**config.mk**
```make
export PLATFORM = sky130hd
export DESIGN_NAME = gtp_ram
export DESIGN_NICKNAME = d
export VERILOG_FILES = /design/src/rtl/gtp_ram.sv
export SDC_FILE = /design/constraint.sdc
export NUM_CORES = 1
export LEC_CHECK = 0
export BUFFER_PORTS_ARGS = -buffer_cell sky130_fd_sc_hd__clkbuf_2
export CAP_MARGIN = 20
export CORE_ASPECT_RATIO = 0.75
export CORE_MARGIN = 3
export CORE_UTILIZATION = 65
export DETAILED_ROUTE_END_ITERATION = 8
export PLACE_DENSITY = 0.95
export SLEW_MARGIN = 20
export SYNTH_ARGS = -nofsm -noshare
export SYNTH_HDL_FRONTEND = slang
export SYNTH_SLANG_ARGS = --single-unit
```
**constraint.sdc**
```tcl
create_clock -name clk -period 3.6 [get_ports clk]
set_clock_uncertainty 0.1 [all_clocks]
set_input_delay 0.18 -clock clk [delete_from_list [all_inputs] [get_ports clk]]
set_output_delay 0.18 -clock clk [all_outputs]
set_load 0.03 [all_outputs]
```
**src/rtl/gtp_ram.sv**
```systemverilog
// Generic single-write, single-read RAM with a registered read port.
// Used for the free-piece list; depends on nothing.
module gtp_ram #(
	parameter int WIDTH = 8,
	parameter int DEPTH = 16
) (
	input  logic                     clk,
	input  logic                     we,
	input  logic [$clog2(DEPTH)-1:0] waddr,
	input  logic [WIDTH-1:0]         wdata,
	input  logic [$clog2(DEPTH)-1:0] raddr,
	output logic [WIDTH-1:0]         rdata
);

	logic [WIDTH-1:0] mem_q [DEPTH];

	always_ff @(posedge clk) begin
		if (we) begin
			mem_q[waddr] <= wdata;
		end
		rdata <= mem_q[raddr];
	end

endmodule

```
==> metrics <==
main combinational cell family by area after synthesis multiplexers; post-synthesis simple-gate area fraction 0.0318; WHS Endpoint mem_q[10][3]; net switching power between 700 and 800 uW; via count 2503; GR Util All Layers 0.261; R2R Path Start mem_q[9][5]; Post-Synth XOR/XNOR Area 0; core area between 7000 and 8000 sq um; sequential-to-total area share from yosys stat 0.778; Placed Cells between 300 and 400; RR Endpoint rdata[5]; post-route antenna net violation count 0; fmax around 590 MHz; initial DRC count ~290; Setup crit end kind flop; number of diodes 0; clock period minus worst slack roughly 1.7 ns; Synth warnings 0; setup violators final 0; Cell Int Power roughly 2900 uW; pwr dens 616 nW/um^2; die area ~9000 sq um; CTS max path bufs 2; Worst R2R Path Depth 3; Max FO, Critical Path 18; post-route insts no fill 383; total leakage power around 0.002 uW; mux cell area share after synthesis 0.150; Hold WS ~0.014 ns; worst path cell trace clkbuf_2, buf_4, mux4_2, a22oi_1, nand2_1; Final GP Congestion between 0.8 and 0.9; Synth Area in Adders 0; final core utilization 0.793; Post-CTS Resized 0; CTS buffer count 17; RSZ-0062 raised after global routing false; reg2reg setup slack roughly 2.1 ns; number of synthesized register bits ~140; final wirelength 10700 um; area occupied by registers 4000 sq um; Synth Area in Compound Gates 0.0233; H-Tree Depth 4; TritonCTS clock tree built; Combinational Power Share 0.049; final setup margin 1.90 ns; max cap viols 0; Via density between 6 and 7; final net count 287; Max VDD drop between 0.0004 and 0.0005 V; Skew-Pair Late Insertion Delay roughly 0.52 ns; final period utilization 0.473; most common cell after layout, fill and taps aside edfxtp_1; area occupied by multi-input gates 1060 sq um; Critical Path Start Type input port; synthesized cell area 5150 sq um; Overflow after GRT 0; DIE WIDTH about 110 um; DRC viols 0; initial antenna violation count 0; hpwl dp 6180 um; post-route setup TNS 0 ns; status finished clean; first-pass GRT wire length between 15000 and 20000 um; area grow syn2layout 15.5%; IO Port Bufs 25; Filler cells between 300 and 400; Net Sw Frac 0.201; Slew Viols, Final 0; clk root buf clkbuf_8; Avg Cell Area, Syn around 22 sq um; largest net degree at the start of global routing 33; Slowest-stage cell, CP mux4_2; clock-pin slew on the worst setup and hold paths roughly 0.060 ns; die height roughly 83 um; io pins 26; most frequent cells in the layout edfxtp_1, clkbuf_2, mux4_2, a22oi_1, clkbuf_16; Mapped Cells roughly 230; worst-margin pin slew 0.959 ns; CP Class in2reg; vias in the first global route about 2600; row cnt 27; Yosys cell types 19; worst hold stages 1; Crit path largest cell delay 0.57 ns; part of the power in registers 0.488; wire per inst roughly 28 um; Slew HR 0.358; drt pass-1 iters 4; Critical Path AT around 2.0 ns; initial core utilization 0.686; Hold Path Class in2reg; min-delay src wdata[3]; Worst EP required 3.90 ns; syn_nets 247; share of cells above drive strength 1 0.273; Clock Power Share 0.463; Clock Sinks between 100 and 150; Hold Vio Cnt, Final 0; worst slack at placement 1.35 ns
[metrics by stage]
stage	total power [uW]	area (sq um)
2_1_floorplan	1920	5150
3_3_place_gp	1980	5350
3_5_place_dp	1990	5350
4_1_cts	3670	5940
5_1_grt	3750	5940
6_report	3660	5940
[kinds of logic (layout without fill, tap and decap cells)]
| group | count (synthesis) | in the layout |
|---|---|---|
| mux | 32 | 32 |
| compound gates | 16 | 16 |
| buf+inv | 10 | 63 |
| simple gates | 35 | 35 |
| flops | 136 | 136 |
[layer usage]
metal / global-route usage / up-vias / share of wire
met4: 0.0952 / 0 / 0.024
met5: 0 / - / 0
met1: 0.369 / 1255 / 0.37
met3: 0.0715 / 22 / 0.10
met2: 0.400 / 166 / 0.50
li1: - / 1060 / -
[what timing repair did]
item / CTS / global route
setup buffers: 0 / 0
hold buffers: 1 / 0
hold endpoints to repair: 15 / 0
endpoints found under the setup margin: 0 / 0
[critical path, delay by kind of cell]
family / cells / cell delay, ns
buffers and inverters: 2 / 0.89
AOI/OAI and AO/OA: 1 / 0.26
muxes: 1 / 0.57
and+or+nand+nor: 1 / 0.09
[flip-flops by register name (all words and copies together), names as in the netlist]
signal / count
mem_q: 128
rdata: 8
[cells in the mapped netlist, drive strengths merged]
library cell	n	area, sq um
dfxtp	8	160
and2	1	6.26
nand2	9	33.8
a22oi	16	120
and2b	1	7.51
clkdlybuf4s25	3	30.0
or3b	1	8.76
nor2b	1	6.26
mux4	32	773
nor3	4	20.0
nand3	1	5.00
buf	7	56.3
nor2	13	48.8
nand2b	2	12.5
nand3b	2	15.0
edfxtp	128	3840
[power groups by stage]
stage	combinational (uW)	sequential (uW)	clock, uW
floorplan	89.9	1830	0
global placement	168	1810	0
detailed placement	174	1820	0
CTS	180	1790	1700
global route	191	1790	1780
finish	180	1790	1690
[how the worst max path moves through the flow]
| stage | start | endpoint | slack [ns] | depth (start not counted) |
|---|---|---|---|---|
| after floorplan | waddr[2] | mem_q[0][0] | 1.83 | 2 |
| after global placement | raddr[0] | rdata[0] | 1.38 | 5 |
| after detailed placement | raddr[0] | rdata[0] | 1.35 | 5 |
| after CTS | raddr[0] | rdata[0] | 1.88 | 5 |
| after global routing | raddr[0] | rdata[3] | 1.79 | 5 |
| final | raddr[0] | rdata[7] | 1.90 | 5 |
[layout make-up]
class,instances,share of cell area
clock buffers,23,0.0768
clock inverters,9,0.0215
multi-input cells,83,0.178
flip-flops and latches,136,0.674
well taps,101,0.0213
repair buffers,31,0.0290
(Power assumes the default switching activity.)
